## config.mk

```make
export PLATFORM = sky130hd
export DESIGN_NAME = shortest_path_matrix_dijkstra
export DESIGN_NICKNAME = d
export VERILOG_FILES = /design/src/rtl/spmd_pkg.sv /design/src/rtl/shortest_path_matrix_dijkstra.sv
export SDC_FILE = /design/constraint.sdc
export NUM_CORES = 1
export LEC_CHECK = 0
export BUFFER_PORTS_ARGS = -buffer_cell sky130_fd_sc_hd__clkbuf_2
export CORE_ASPECT_RATIO = 0.75
export CORE_MARGIN = 1.5
export CORE_UTILIZATION = 57
export DETAILED_ROUTE_END_ITERATION = 12
export PLACE_DENSITY = 0.83
export SETUP_SLACK_MARGIN = 0.5
export SYNTH_ARGS = -nofsm -noshare
export SYNTH_HDL_FRONTEND = slang
export SYNTH_SLANG_ARGS = --single-unit
```

## constraint.sdc

```tcl
create_clock -name clk -period 5.45 [get_ports clk]
set_clock_uncertainty 0.1 [all_clocks]
set_input_delay 1.635 -clock clk [delete_from_list [all_inputs] [get_ports clk]]
set_output_delay 1.635 -clock clk [all_outputs]
set_load 0.01 [all_outputs]
```

## src/rtl/spmd_pkg.sv

```systemverilog
// ----------------------------------------------------------------------------
// spmd_pkg
// Shared types and constants for the shortest-path matrix block.
// ----------------------------------------------------------------------------
package spmd_pkg;

  localparam int NODES_DEF       = 8;
  localparam int WEIGHT_BITS_DEF = 8;

  localparam int NODE_FIELD_BITS = 3;
  localparam int WEIGHT_FIELD    = 8;
  localparam int WEIGHT_MAX_BITS = 16;

  localparam int S_DATA_BITS = 24;
  localparam int M_DATA_BITS = 16;

  localparam int DIST_BITS = 12;
  localparam logic [DIST_BITS-1:0] DIST_MAX = {DIST_BITS{1'b1}};
  localparam logic [DIST_BITS:0]   KEY_NONE = {1'b1, {DIST_BITS{1'b0}}};

  localparam int ROUTE_MAX  = 8;
  localparam int ROUTE_BITS = 3;
  localparam int LEN_BITS   = 4;

  localparam logic FUNC_WRITE = 1'b0;
  localparam logic FUNC_QUERY = 1'b1;

  typedef enum logic [3:0] {
    ST_CLEAR,
    ST_IDLE,
    ST_INIT,
    ST_SEL,
    ST_MARK,
    ST_RELAX,
    ST_WALK_RD,
    ST_WALK,
    ST_EMIT
  } spmd_state_t;

endpackage

```

## src/rtl/shortest_path_matrix_dijkstra.sv

```systemverilog
// ----------------------------------------------------------------------------
// shortest_path_matrix_dijkstra
// Adjacency-matrix shortest route search with a sequenced scan unit.
// ----------------------------------------------------------------------------
// Input stream (s_axis): tuser selects the transaction kind. A write sets one
// edge weight of the matrix (weight zero removes the edge) and returns nothing.
// A query names start and goal nodes and returns the route one node per
// output transaction, start first, with tlast on the goal node. Every output
// carries the total distance (saturated at 4095) and a reachable flag; an
// unreachable goal gives a single transaction holding the start node.
// Search: a write leaves the input open. A query scans the node-state memory,
// one node a cycle, twice per round (select, then relax), over NODES-1
// rounds; a round whose chosen node was never reached skips the relax scan.
// s_axis_tready is low while a query runs.
// Output: a single output register; a stalled receiver freezes the route
// emission and holds the block busy until the last node is loaded into it.
// Reset: after rst the edge matrix is swept to zero, one entry a cycle, over
// all NODES*NODES entries, with s_axis_tready low.
// ----------------------------------------------------------------------------
module shortest_path_matrix_dijkstra #(
  parameter int NODES       = spmd_pkg::NODES_DEF,
  parameter int WEIGHT_BITS = spmd_pkg::WEIGHT_BITS_DEF
) (
  input  logic                             clk,
  input  logic                             rst,
  input  logic                             s_axis_tvalid,
  output logic                             s_axis_tready,
  // edge_from, edge_to, edge_weight, start_node, goal_node, zero pad
  input  logic [spmd_pkg::S_DATA_BITS-1:0] s_axis_tdata,
  // func
  input  logic                             s_axis_tuser,
  output logic                             m_axis_tvalid,
  input  logic                             m_axis_tready,
  // path_node, route_distance, reachable
  output logic [spmd_pkg::M_DATA_BITS-1:0] m_axis_tdata,
  output logic                             m_axis_tlast
);

  import spmd_pkg::*;

  localparam int NW = $clog2(NODES);
  localparam int CW = $clog2(NODES + 1);
  localparam int EDGES = NODES * NODES;
  localparam int AW = $clog2(EDGES);
  localparam int SW = ((WEIGHT_BITS > DIST_BITS) ? WEIGHT_BITS : DIST_BITS) + 1;

  typedef struct packed {
    logic                 done;
    logic                 reached;
    logic [NW-1:0]        parent;
    logic [DIST_BITS-1:0] distance;
  } node_t;

  // input fields
  logic [NODE_FIELD_BITS-1:0] f_from, f_to, f_start, f_goal;
  logic [WEIGHT_FIELD-1:0]    f_weight;
  logic [WEIGHT_MAX_BITS-1:0] weight_ext;
  logic [7:0]                 start_ext, goal_ext;

  assign f_from     = s_axis_tdata[2:0];
  assign f_to       = s_axis_tdata[5:3];
  assign f_weight   = s_axis_tdata[13:6];
  assign f_start    = s_axis_tdata[16:14];
  assign f_goal     = s_axis_tdata[19:17];
  assign weight_ext = {{(WEIGHT_MAX_BITS-WEIGHT_FIELD){1'b0}}, f_weight};
  assign start_ext  = {5'd0, f_start};
  assign goal_ext   = {5'd0, f_goal};

  // memories
  logic [WEIGHT_BITS-1:0] edge_mem [EDGES];
  node_t                  node_mem [NODES];

  logic                   e_we;
  logic [AW-1:0]          e_waddr, e_raddr;
  logic [WEIGHT_BITS-1:0] e_wdata, e_rdata;
  logic                   n_we;
  logic [NW-1:0]          n_waddr, n_raddr;
  node_t                  n_wdata, n_rdata;

  always_ff @(posedge clk) begin
    if (e_we) begin
      edge_mem[e_waddr] <= e_wdata;
    end
    e_rdata <= edge_mem[e_raddr];
  end

  always_ff @(posedge clk) begin
    if (n_we) begin
      node_mem[n_waddr] <= n_wdata;
    end
    n_rdata <= node_mem[n_raddr];
  end

  // sequencer registers
  spmd_state_t state, state_next;
  logic [AW-1:0]            clr_addr, clr_addr_next;
  logic [CW-1:0]            cnt, cnt_next;
  logic [CW-1:0]            round, round_next;
  logic [NW-1:0]            start_n, start_n_next;
  logic [NW-1:0]            goal_n, goal_n_next;
  logic [NODE_FIELD_BITS-1:0] start_f, start_f_next;
  logic [NW-1:0]            best, best_next;
  logic                     best_ok, best_ok_next;
  logic [DIST_BITS:0]       best_key, best_key_next;
  node_t                    best_word, best_word_next;
  logic [AW-1:0]            rel_base, rel_base_next;
  logic [NW-1:0]            cur, cur_next;
  logic [LEN_BITS-1:0]      plen, plen_next;
  logic [ROUTE_BITS-1:0]    emit_idx, emit_idx_next;
  logic [DIST_BITS-1:0]     route_dist, route_dist_next;
  logic                     route_ok, route_ok_next;
  logic [ROUTE_BITS-1:0]    path_buf [ROUTE_MAX];
  logic                     pb_we;
  logic [ROUTE_BITS-1:0]    pb_addr, pb_data;
  logic                     m_valid_next, m_last_next;
  logic [M_DATA_BITS-1:0]   m_data_next;

  always_ff @(posedge clk) begin
    if (rst) begin
      state <= ST_CLEAR;
    end else begin
      state <= state_next;
    end
  end

  always_ff @(posedge clk) begin
    if (rst) begin
      clr_addr      <= '0;
      m_axis_tvalid <= 1'b0;
    end else begin
      clr_addr      <= clr_addr_next;
      m_axis_tvalid <= m_valid_next;
    end
    cnt          <= cnt_next;
    round        <= round_next;
    start_n      <= start_n_next;
    goal_n       <= goal_n_next;
    start_f      <= start_f_next;
    best         <= best_next;
    best_ok      <= best_ok_next;
    best_key     <= best_key_next;
    best_word    <= best_word_next;
    rel_base     <= rel_base_next;
    cur          <= cur_next;
    plen         <= plen_next;
    emit_idx     <= emit_idx_next;
    route_dist   <= route_dist_next;
    route_ok     <= route_ok_next;
    m_axis_tdata <= m_data_next;
    m_axis_tlast <= m_last_next;
    if (pb_we) begin
      path_buf[pb_addr] <= pb_data;
    end
  end

  always_comb begin
    logic [NW-1:0]        pidx;
    logic [DIST_BITS:0]   key;
    logic                 take;
    logic [SW-1:0]        sum;
    logic [DIST_BITS-1:0] sum_sat;
    logic                 round_end;
    logic                 out_free;

    state_next      = state;
    clr_addr_next   = clr_addr;
    cnt_next        = cnt;
    round_next      = round;
    start_n_next    = start_n;
    goal_n_next     = goal_n;
    start_f_next    = start_f;
    best_next       = best;
    best_ok_next    = best_ok;
    best_key_next   = best_key;
    best_word_next  = best_word;
    rel_base_next   = rel_base;
    cur_next        = cur;
    plen_next       = plen;
    emit_idx_next   = emit_idx;
    route_dist_next = route_dist;
    route_ok_next   = route_ok;
    pb_we           = 1'b0;
    pb_addr         = plen[ROUTE_BITS-1:0];
    pb_data         = cur[ROUTE_BITS-1:0];
    out_free        = !m_axis_tvalid || m_axis_tready;
    m_valid_next    = m_axis_tvalid && !m_axis_tready;
    m_data_next     = m_axis_tdata;
    m_last_next     = m_axis_tlast;
    s_axis_tready   = 1'b0;
    e_we            = 1'b0;
    e_waddr         = clr_addr;
    e_wdata         = '0;
    e_raddr         = (int'(cnt) < NODES) ? AW'(rel_base + AW'(cnt)) : rel_base;
    n_we            = 1'b0;
    n_waddr         = cnt[NW-1:0];
    n_wdata         = '0;
    n_raddr         = (int'(cnt) < NODES) ? cnt[NW-1:0] : '0;
    pidx            = NW'(cnt - 1'b1);
    key             = n_rdata.reached ? {1'b0, n_rdata.distance} : KEY_NONE;
    take            = 1'b0;
    sum             = SW'(n_rdata.distance) + SW'(e_rdata);
    sum_sat         = (sum > SW'(DIST_MAX)) ? DIST_MAX : sum[DIST_BITS-1:0];
    round_end       = (int'(round) == NODES - 2);

    unique case (state)
      ST_CLEAR: begin
        e_we          = 1'b1;
        clr_addr_next = AW'(clr_addr + 1'b1);
        if (clr_addr == AW'(EDGES - 1)) begin
          state_next = ST_IDLE;
        end
      end

      ST_IDLE: begin
        s_axis_tready = 1'b1;
        if (s_axis_tvalid) begin
          if (s_axis_tuser == FUNC_WRITE) begin
            if (int'(f_from) < NODES && int'(f_to) < NODES) begin
              e_we    = 1'b1;
              e_waddr = AW'(int'(f_from) * NODES + int'(f_to));
              e_wdata = weight_ext[WEIGHT_BITS-1:0];
            end
          end else begin
            start_f_next = f_start;
            start_n_next = start_ext[NW-1:0];
            goal_n_next  = goal_ext[NW-1:0];
            cnt_next     = '0;
            if (int'(f_start) < NODES && int'(f_goal) < NODES) begin
              state_next = ST_INIT;
            end else begin
              pb_we           = 1'b1;
              pb_addr         = '0;
              pb_data         = f_start;
              plen_next       = LEN_BITS'(1);
              emit_idx_next   = '0;
              route_dist_next = DIST_MAX;
              route_ok_next   = 1'b0;
              state_next      = ST_EMIT;
            end
          end
        end
      end

      ST_INIT: begin
        n_we            = 1'b1;
        n_wdata.reached = (cnt[NW-1:0] == start_n);
        cnt_next        = CW'(cnt + 1'b1);
        if (int'(cnt) == NODES - 1) begin
          cnt_next      = '0;
          round_next    = '0;
          best_ok_next  = 1'b0;
          best_key_next = KEY_NONE;
          state_next    = ST_SEL;
        end
      end

      ST_SEL: begin
        cnt_next = CW'(cnt + 1'b1);
        if (cnt != '0) begin
          take = !n_rdata.done && (key <= best_key);
          if (take) begin
            best_next      = pidx;
            best_ok_next   = 1'b1;
            best_key_next  = key;
            best_word_next = n_rdata;
          end
        end
        if (int'(cnt) == NODES) begin
          cnt_next = '0;
          if (!(best_ok || take)) begin
            cur_next   = goal_n;
            plen_next  = '0;
            state_next = ST_WALK_RD;
          end else begin
            state_next = ST_MARK;
          end
        end
      end

      ST_MARK: begin
        n_we          = 1'b1;
        n_waddr       = best;
        n_wdata       = best_word;
        n_wdata.done  = 1'b1;
        rel_base_next = AW'(int'(best) * NODES);
        cnt_next      = '0;
        if (best_word.reached) begin
          state_next = ST_RELAX;
        end else if (round_end) begin
          cur_next   = goal_n;
          plen_next  = '0;
          state_next = ST_WALK_RD;
        end else begin
          round_next    = CW'(round + 1'b1);
          best_ok_next  = 1'b0;
          best_key_next = KEY_NONE;
          state_next    = ST_SEL;
        end
      end

      ST_RELAX: begin
        cnt_next = CW'(cnt + 1'b1);
        sum      = SW'(best_word.distance) + SW'(e_rdata);
        sum_sat  = (sum > SW'(DIST_MAX)) ? DIST_MAX : sum[DIST_BITS-1:0];
        if (cnt != '0 && !n_rdata.done && e_rdata != '0) begin
          if (!n_rdata.reached || sum_sat < n_rdata.distance) begin
            n_we             = 1'b1;
            n_waddr          = pidx;
            n_wdata.reached  = 1'b1;
            n_wdata.parent   = best;
            n_wdata.distance = sum_sat;
          end
        end
        if (int'(cnt) == NODES) begin
          cnt_next = '0;
          if (round_end) begin
            cur_next   = goal_n;
            plen_next  = '0;
            state_next = ST_WALK_RD;
          end else begin
            round_next    = CW'(round + 1'b1);
            best_ok_next  = 1'b0;
            best_key_next = KEY_NONE;
            state_next    = ST_SEL;
          end
        end
      end

      ST_WALK_RD: begin
        n_raddr    = cur;
        state_next = ST_WALK;
      end

      ST_WALK: begin
        n_raddr = cur;
        if (plen == '0 && !n_rdata.reached) begin
          pb_we           = 1'b1;
          pb_addr         = '0;
          pb_data         = start_f;
          plen_next       = LEN_BITS'(1);
          emit_idx_next   = '0;
          route_dist_next = DIST_MAX;
          route_ok_next   = 1'b0;
          state_next      = ST_EMIT;
        end else begin
          if (plen == '0) begin
            route_dist_next = n_rdata.distance;
            route_ok_next   = 1'b1;
          end
          pb_we         = 1'b1;
          plen_next     = LEN_BITS'(plen + 1'b1);
          emit_idx_next = plen[ROUTE_BITS-1:0];
          if (cur == start_n || int'(plen) + 1 >= ROUTE_MAX) begin
            state_next = ST_EMIT;
          end else begin
            cur_next   = n_rdata.parent;
            state_next = ST_WALK_RD;
          end
        end
      end

      ST_EMIT: begin
        if (out_free) begin
          m_valid_next  = 1'b1;
          m_data_next   = {route_ok, route_dist, path_buf[emit_idx]};
          m_last_next   = (emit_idx == '0);
          emit_idx_next = ROUTE_BITS'(emit_idx - 1'b1);
          if (emit_idx == '0) begin
            state_next = ST_IDLE;
          end
        end
      end

      default: begin
        state_next = ST_IDLE;
      end
    endcase
  end

endmodule

```

==> results of run 1 <==
-- metrics by stage --
| step | power, W | utilization, % |
|---|---|---|
| 3_3_place_gp | 0.00732 | 60.7 |
| 4_1_cts | 0.0126 | 65.1 |
| 6_report | 0.0125 | 65.4 |
| 5_1_grt | 0.0128 | 65.4 |
| 3_5_place_dp | 0.00735 | 60.7 |
| 2_1_floorplan | 0.00716 | - |
-- worst min path at each step --
stage	slack (ns)	end	from
6_report	0.32	m_axis_tdata[12]$_DFFE_PP_	route_dist[9]$_SDFFCE_PP1P_
2_1_floorplan	0.30	m_axis_tdata[10]$_DFFE_PP_	route_dist[7]$_SDFFCE_PP1P_
3_5_place_dp	0.31	m_axis_tdata[15]$_DFFE_PP_	route_ok$_SDFFCE_PP0P_
5_1_grt	0.33	m_axis_tdata[15]$_DFFE_PP_	route_ok$_SDFFCE_PP0P_
3_3_place_gp	0.30	m_axis_tdata[13]$_DFFE_PP_	route_dist[10]$_SDFFCE_PP1P_
4_1_cts	0.32	m_axis_tdata[12]$_DFFE_PP_	route_dist[9]$_SDFFCE_PP1P_
-- per-layer routing --
metal / GRT usage, % / vias to the layer above / share of wire (%)
met5: 0 / - / 0
met4: 7.31 / 0 / 2.5
met3: 6.45 / 183 / 13
met2: 41.3 / 1403 / 47
met1: 38.9 / 9683 / 38
li1: - / 8206 / -
-- cells in the mapped netlist, types with 4 or more instances --
master	n
a211oi_1	4
a21o_1	5
a21oi_1	47
a22oi_1	5
a31oi_1	6
and2_1	12
buf_1	16
buf_2	9
buf_4	5
clkbuf_1	87
dfxtp_1	36
edfxtp_1	762
ha_1	42
inv_1	47
mux2_2	12
mux2i_1	69
mux4_2	110
nand2_1	237
nand2b_1	16
nand3_1	115
nand4_1	10
nor2_1	135
nor2b_1	9
nor3_1	20
nor4_1	5
o211ai_1	5
o21a_1	7
o21ai_0	101
o221ai_1	65
xnor2_1	10
xor2_1	17
-- cells by family after synthesis --
group / count (synthesis)
compound gates: 269
xor+xnor: 27
fa+ha+maj: 43
buf+inv: 165
flops: 798
mux: 191
simple gates: 576
-- flip-flops by register name, indices dropped and copies added (netlist names), 8 cells and up --
name,flops
best_word,16
edge_mem,512
best_key,13
e_rdata,8
node_mem,136
route_dist,12
n_rdata,17
path_buf,24
m_axis_tdata,16
-- cell type report --
cell class / instances / area, um2
clock buffers: 97 / 2060
clock inverters: 38 / 423
fillers: 3555 / 19400
inverters: 48 / 180
multi-input cells: 1106 / 8580
flip-flops and latches: 798 / 23600
well taps: 731 / 915
repair buffers: 136 / 1000
-- worst register-to-register path, cell delays in order, from the launching register on --
cell and delay (ns):
dfxtp_1 0.35, ha_2 0.20, inv_1 0.06, fa_2 0.36
nand2b_4 0.17, a21oi_4 0.16, nor2_1 0.08, o21ai_1 0.15
buf_4 0.15, a31oi_1 0.10, a21oi_1 0.22, ha_1 0.31
nand4_1 0.14, inv_1 0.07, a221oi_2 0.31, nand3_1 0.11
o211ai_1 0.27, buf_4 0.20, mux2_2 0.38, o221a_4 0.18
nor3_4 0.22, buf_4 0.17, clkbuf_16 0.16
-- power by group through the flow --
stage               registers [W]  clock network (W)  logic (W)
floorplan                 0.00686                  0   0.000303
global placement          0.00686                  0   0.000459
detailed placement        0.00687                  0   0.000479
CTS                       0.00674            0.00532   0.000487
global route              0.00674            0.00554   0.000535
finish                    0.00674            0.00529   0.000505
-- repair_timing --
| item | CTS | global route |
|---|---|---|
| gates resized for setup | 0 | 28 |
| hold endpoints to repair | 0 | 0 |
| setup buffers | 0 | 3 |
| setup endpoints to repair | 0 | 216 |
-- placed cells by master (no fill, tap or decap), types with 17 or more instances in the layout --
master / Yosys / layout
nand2_1: 237 / 235
edfxtp_1: 762 / 762
ha_1: 42 / 41
inv_1: 47 / 46
buf_4: 5 / 84
o21ai_0: 101 / 99
nand3_1: 115 / 115
mux2i_1: 69 / 68
dfxtp_1: 36 / 36
xor2_1: 17 / 17
nor2_1: 135 / 131
a21oi_1: 47 / 44
clkbuf_2: 0 / 43
o221ai_1: 65 / 64
mux4_2: 110 / 110
clkbuf_16: 0 / 79
==> results.sh, run 1 <==
export IMPL_timing_rr_end="node_mem[5][1]$_DFFE_PP_"
export IMPL_wl_per_cell_um=26.5
export IMPL_post_place_ws_ns=0.531
export IMPL_critPathMaxStageDelay_ns=0.38
export IMPL_ir_worst_vdd_mv=0.244
export IMPL_drive_gt1_share_pct=18.7
export IMPL_overflow=0
export IMPL_power_leakage_nw=12.5
export IMPL_fmax_ghz=0.204
export IMPL_grt_usage_pct=26.8
export IMPL_synth_top_cell_by_area="edfxtp_1"
export IMPL_ctsHoldBuffers=0
export IMPL_grt_pass1_wl_um=117000
export IMPL_crit_top_cell="buf_4"
export IMPL_antenna_cells=0
export IMPL_postSynthCellCount=2069
export IMPL_stdcell_count=2954
export IMPL_p_sw_share_pct=20.7
export IMPL_dpl_instance_area_mm2=0.0341
export IMPL_worstPathMaxFanout=6
export IMPL_place_inst=2815
export IMPL_maxCapViolations=0
export IMPL_maxSlewViolCount=0
export IMPL_htreeDepth=3
export IMPL_crit_start="e_rdata[0]$_DFF_P_"
export IMPL_start_util_pct=58.0
export IMPL_synth_fp_nets=2141
export IMPL_synth_mux_area_share_pct=10.1
export IMPL_coreArea_mm2=0.0562
export IMPL_hold_slack_ns=0.319
export IMPL_rrSetupSlack_ns=0.54
export IMPL_setup_tns_ns=0
export IMPL_synth_area_mm2=0.0326
export IMPL_hold_depth=0
export IMPL_dp_hpwl_um=47700
export IMPL_finalCriticalPeriod_ns=4.91
export IMPL_yosysSeqAreaShare_pct=72.4
export IMPL_slew_headroom_pct=15.8
export IMPL_syn_area_per_cell_um2=15.8
export IMPL_worstPathRequired_ns=5.69
export IMPL_grt_max_degree=74
export IMPL_numCtsBuffers=75
export IMPL_rsz0062_at_grt="no"
export IMPL_r2r_start="e_rdata[0]$_DFF_P_"
export IMPL_synthArstFlopShare_pct=0
export IMPL_path_cells="ha_2, inv_1, fa_2, nand2b_4, a21oi_4, nor2_1, o21ai_1, buf_4, a31oi_1, a21oi_1, ha_1, nand4_1, inv_1, a221oi_2, nand3_1, o211ai_1, buf_4, mux2_2, o221a_4, nor3_4, buf_4, clkbuf_16"
export IMPL_hold_class="reg2reg"
export IMPL_final_nets=2237
export IMPL_cp_top_family="compound AO/OA/AOI/OAI gates"
export IMPL_hold_viol_final=0
export IMPL_grt_pass1_vias=18906
export IMPL_synth_xor_area_share_pct=0.725
export IMPL_run_status="finished clean"
export IMPL_p_sw_w=0.00259
export IMPL_fin_area_mm2=0.0368
export IMPL_p_per_area_mw_per_mm2=341
export IMPL_vias=19475
export IMPL_ys_top_cells_by_area="edfxtp_1 70%, mux4_2 7.6%, nand2_1 2.7%"
export IMPL_synth_adder_area_share_pct=1.67
export IMPL_drt_iter0_drc=2913
export IMPL_combPwrFrac_pct=4.0
export IMPL_die_height_um=210
export IMPL_drc=0
export IMPL_startpoint_type="flip-flop"
export IMPL_ctsRootBufferMaster="clkbuf_16"
export IMPL_yosys_warnings=0
export IMPL_tightest_slew_ns=1.26
export IMPL_pwr_share_seq_pct=53.8
export IMPL_viasPerCell=6.59
export IMPL_wl_um=78300
export IMPL_synth_enable_flop_cells=762
export IMPL_ant_nets=0
export IMPL_synth_top_area_share_pct=70.2
export IMPL_cp_endpoint="node_mem[5][1]$_DFFE_PP_"
export IMPL_cts_clk_slew_worst_paths_ns=0.07
export IMPL_end_kind="flip-flop"
export IMPL_p_clk_share_pct=42.2
export IMPL_setup_viol=0
export IMPL_crit_buf_inv=6
export IMPL_ys_types=58
export IMPL_synth_seq_cells=798
export IMPL_cts_tree="yes"
export IMPL_gp_congestion=0.910
export IMPL_r2r_cells=22
export IMPL_antenna_found_initial=0
export IMPL_crit_path_top_delay_cell="mux2_2"
export IMPL_clk_latency_ns=0.64
export IMPL_synth_flop_cell="edfxtp_1"
export IMPL_io_pins=48
export IMPL_setup_ws_ns=0.539
export IMPL_crit_type="reg2reg"
export IMPL_arrival_ns=5.16
export IMPL_die_area_mm2=0.0587
export IMPL_die_w_um=279
export IMPL_synth_top_family_by_area="multiplexers"
export IMPL_first_pass_iters=6
export IMPL_synth_compound_area_share_pct=5.34
export IMPL_cts_sinks=798
export IMPL_yosys_area_share_simple_pct=7.76
export IMPL_period_share_pct=90.1
export IMPL_p_int_w=0.00994
export IMPL_clock_path_buffers=3
export IMPL_io_buffers=43
export IMPL_worst_path_stages=22
export IMPL_num_rows=75
export IMPL_syn2layout_area_growth_pct=12.8
Note: power is estimated with default switching activity, not from simulation.
==> run 2: changes to the inputs <==
CORE_UTILIZATION = 59   (was 57)
CTS_BUF_LIST = sky130_fd_sc_hd__clkbuf_8   (was unset)
PLACE_DENSITY = 0.85   (was 0.83)
==> run 2 against run 1 <==
Compared with the run above:
- non-clock buffer count is 40 lower
- routed wire length down 5.2%
- sequential power about the same
- global-route usage shrank 0.50 points
- clock-buffer cell count increased by 23
- die area fell by 3.4%
- worst setup slack improved by 0.098 ns
- power decreased by 5.9%
- hold slack got worse by 0.0073 ns
- utilization up 0.96 points
- via count fell by 1.6%
- flip-flop and latch count stayed put
==> results.sh, run 2 (synthesis gave the netlist of run 1 again) <==
export IMPL_drc=0
export IMPL_num_fill_cells=3326
export IMPL_r2r_cells=21
export IMPL_cts_sinks=798
export IMPL_path_cells="ha_1, inv_1, fa_2, nand2b_4, a21oi_2, nor2_1, o21ai_2, a31oi_1, a21oi_2, ha_1, a21oi_1, nand2_1, a221oi_2, nand3_1, o211ai_1, buf_4, mux2_2, o221a_4, nor3_4, buf_4, clkbuf_16"
export IMPL_largest_reg_flops=512
export IMPL_run_status="finished clean"
export IMPL_combPwrFrac_pct=4.1
export IMPL_end_kind="flip-flop"
export IMPL_setup_viol=0
export IMPL_clk_latency_ns=0.73
export IMPL_coreArea_mm2=0.0545
export IMPL_io_buffers=43
export IMPL_p_clk_share_pct=38.7
export IMPL_finalCriticalPeriod_ns=4.81
export IMPL_ant_nets=0
export IMPL_setup_tns_ns=0
export IMPL_startpoint_type="flip-flop"
export IMPL_viasPerCell=6.42
export IMPL_p_sw_share_pct=22.0
export IMPL_crit_path_top_delay_cell="mux2_2"
export IMPL_arrival_ns=5.14
export IMPL_grt_pass1_vias=18568
export IMPL_p_per_area_mw_per_mm2=326
export IMPL_die_w_um=274
export IMPL_power_leakage_nw=12.4
export IMPL_grt_usage_pct=26.3
export IMPL_final_nets=2237
export IMPL_drive_gt1_share_pct=18.4
export IMPL_top_regs="edge_mem (512), node_mem (136), path_buf (24)"
export IMPL_ctsRootBufferMaster="clkbuf_8"
export IMPL_hold_viol_final=0
export IMPL_maxCapViolations=0
export IMPL_numCtsBuffers=115
export IMPL_dp_hpwl_um=46100
export IMPL_antenna_found_initial=0
export IMPL_hold_slack_ns=0.312
export IMPL_rrSetupSlack_ns=0.64
export IMPL_wl_per_cell_um=24.9
export IMPL_grt_max_degree=71
export IMPL_rsz0062_at_grt="no"
export IMPL_timing_rr_end="node_mem[5][6]$_DFFE_PP_"
export IMPL_num_rows=74
export IMPL_setup_ws_ns=0.638
export IMPL_start_util_pct=59.8
export IMPL_overflow=0
export IMPL_slew_headroom_pct=7.88
export IMPL_p_sw_w=0.00259
export IMPL_die_area_mm2=0.0567
export IMPL_die_height_um=207
export IMPL_vias=19163
export IMPL_crit_start="best_word[0]$_DFFE_PP_"
export IMPL_maxSlewViolCount=0
export IMPL_drt_iter0_drc=2572
export IMPL_critPathMaxStageDelay_ns=0.37
export IMPL_regMostFlops="edge_mem"
export IMPL_p_int_w=0.00920
export IMPL_crit_type="reg2reg"
export IMPL_cts_tree="yes"
export IMPL_clock_path_buffers=3
export IMPL_worstPathMaxFanout=8
export IMPL_cp_endpoint="node_mem[5][6]$_DFFE_PP_"
export IMPL_crit_buf_inv=4
export IMPL_cts_clk_slew_worst_paths_ns=0.07
export IMPL_cp_top_family="compound AO/OA/AOI/OAI gates"
export IMPL_gp_congestion=0.922
export IMPL_post_place_ws_ns=0.333
export IMPL_worst_path_stages=21
export IMPL_first_pass_iters=6
export IMPL_period_share_pct=88.3
export IMPL_fmax_ghz=0.208
export IMPL_worstPathRequired_ns=5.77
export IMPL_syn2layout_area_growth_pct=11.0
export IMPL_layout_commonest_cell="edfxtp_1"
export IMPL_r2r_start="best_word[0]$_DFFE_PP_"
export IMPL_grt_pass1_wl_um=111000
export IMPL_htreeDepth=3
export IMPL_pwr_share_seq_pct=57.2
export IMPL_final_cell_mix="762 x edfxtp_1, 235 x nand2_1, 134 x nor2_1"
export IMPL_ir_worst_vdd_mv=0.290
export IMPL_tightest_slew_ns=1.38
export IMPL_wl_um=74300
export IMPL_hold_class="reg2reg"
export IMPL_io_pins=48
run 2: cell count changes in the layout (fill, tap and decap cells not counted), moves of 3 or more:
cell / change
inv_1: +34
buf_4: -43
nor3_2: +3
clkbuf_1: -15
clkbuf_16: -78
nor2_1: +3
clkinv_2: +8
nor2_2: -3
clkbuf_8: +116
clkinv_1: +19
run 2: area by class of cell:
class / instances / area [um2] / area share, %
well taps: 722 / 903 / 2.50
clock inverters: 94 / 561 / 1.55
diodes: 1 / 2.50 / 0.00691
inverters: 48 / 180 / 0.498
multi-input cells: 1106 / 8570 / 23.7
flip-flops and latches: 798 / 23600 / 65.2
clock buffers: 120 / 1650 / 4.56
repair buffers: 96 / 721 / 1.99
run 2: stage by stage:
step	std cells	total power (W)	util, %	cell area [um2]
2_1_floorplan	2069	0.00716	-	32700
3_3_place_gp	2760	0.00730	61.9	33800
3_5_place_dp	2760	0.00733	61.9	33800
4_1_cts	2974	0.0118	66.0	36000
5_1_grt	2984	0.0121	66.4	36200
6_report	2985	0.0118	66.4	36200
run 2: power by group through the flow:
stage | Sequential, W | Combinational, W | Clock, W
after global routing | 0.00674 | 0.000519 | 0.00485
after CTS | 0.00674 | 0.000466 | 0.00459
after detailed placement | 0.00687 | 0.000462 | 0
after global placement | 0.00686 | 0.000439 | 0
after floorplan | 0.00686 | 0.000303 | 0
final | 0.00674 | 0.000485 | 0.00456
run 2: repair_timing:
item	in CTS	in global routing
endpoints found under the hold margin	0	0
cloned	0	2
hold buffers	0	0
setup endpoints to repair	152	184
setup buffers	0	8
gates resized for setup	4	22
pin swaps	0	7
run 2: worst register-to-register path, delay by kind of cell, from the launching register on:
kind,cells,cell delay (ns)
AOI/OAI and AO/OA,8,1.55
adders and majority gates,3,0.82
and+or+nand+nor,5,0.67
buffers and inverters,4,0.63
muxes,1,0.38
DFF,1,0.36
run 2: worst min-delay path by stage:
stage / end / slack (ns) / from / depth (start not counted)
6_report: m_axis_tdata[3]$_DFFE_PP_ / 0.31 / route_dist[0]$_SDFFCE_PP1P_ / 0
4_1_cts: m_axis_tdata[3]$_DFFE_PP_ / 0.31 / route_dist[0]$_SDFFCE_PP1P_ / 0
3_3_place_gp: m_axis_tdata[11]$_DFFE_PP_ / 0.30 / route_dist[8]$_SDFFCE_PP1P_ / 0
5_1_grt: m_axis_tdata[8]$_DFFE_PP_ / 0.32 / route_dist[5]$_SDFFCE_PP1P_ / 0
3_5_place_dp: m_axis_tdata[3]$_DFFE_PP_ / 0.31 / route_dist[0]$_SDFFCE_PP1P_ / 0
2_1_floorplan: m_axis_tdata[10]$_DFFE_PP_ / 0.30 / route_dist[7]$_SDFFCE_PP1P_ / 0
run 2: metal layers:
| metal | up-vias | wire length [um] | GRT usage, % |
|---|---|---|---|
| li1 | 8226 | - | - |
| met3 | 187 | 9510 | 8.18 |
| met2 | 1263 | 33800 | 39.5 |
| met5 | - | 0 | 0 |
| met1 | 9487 | 28700 | 37.2 |
| met4 | 0 | 2190 | 8.67 |
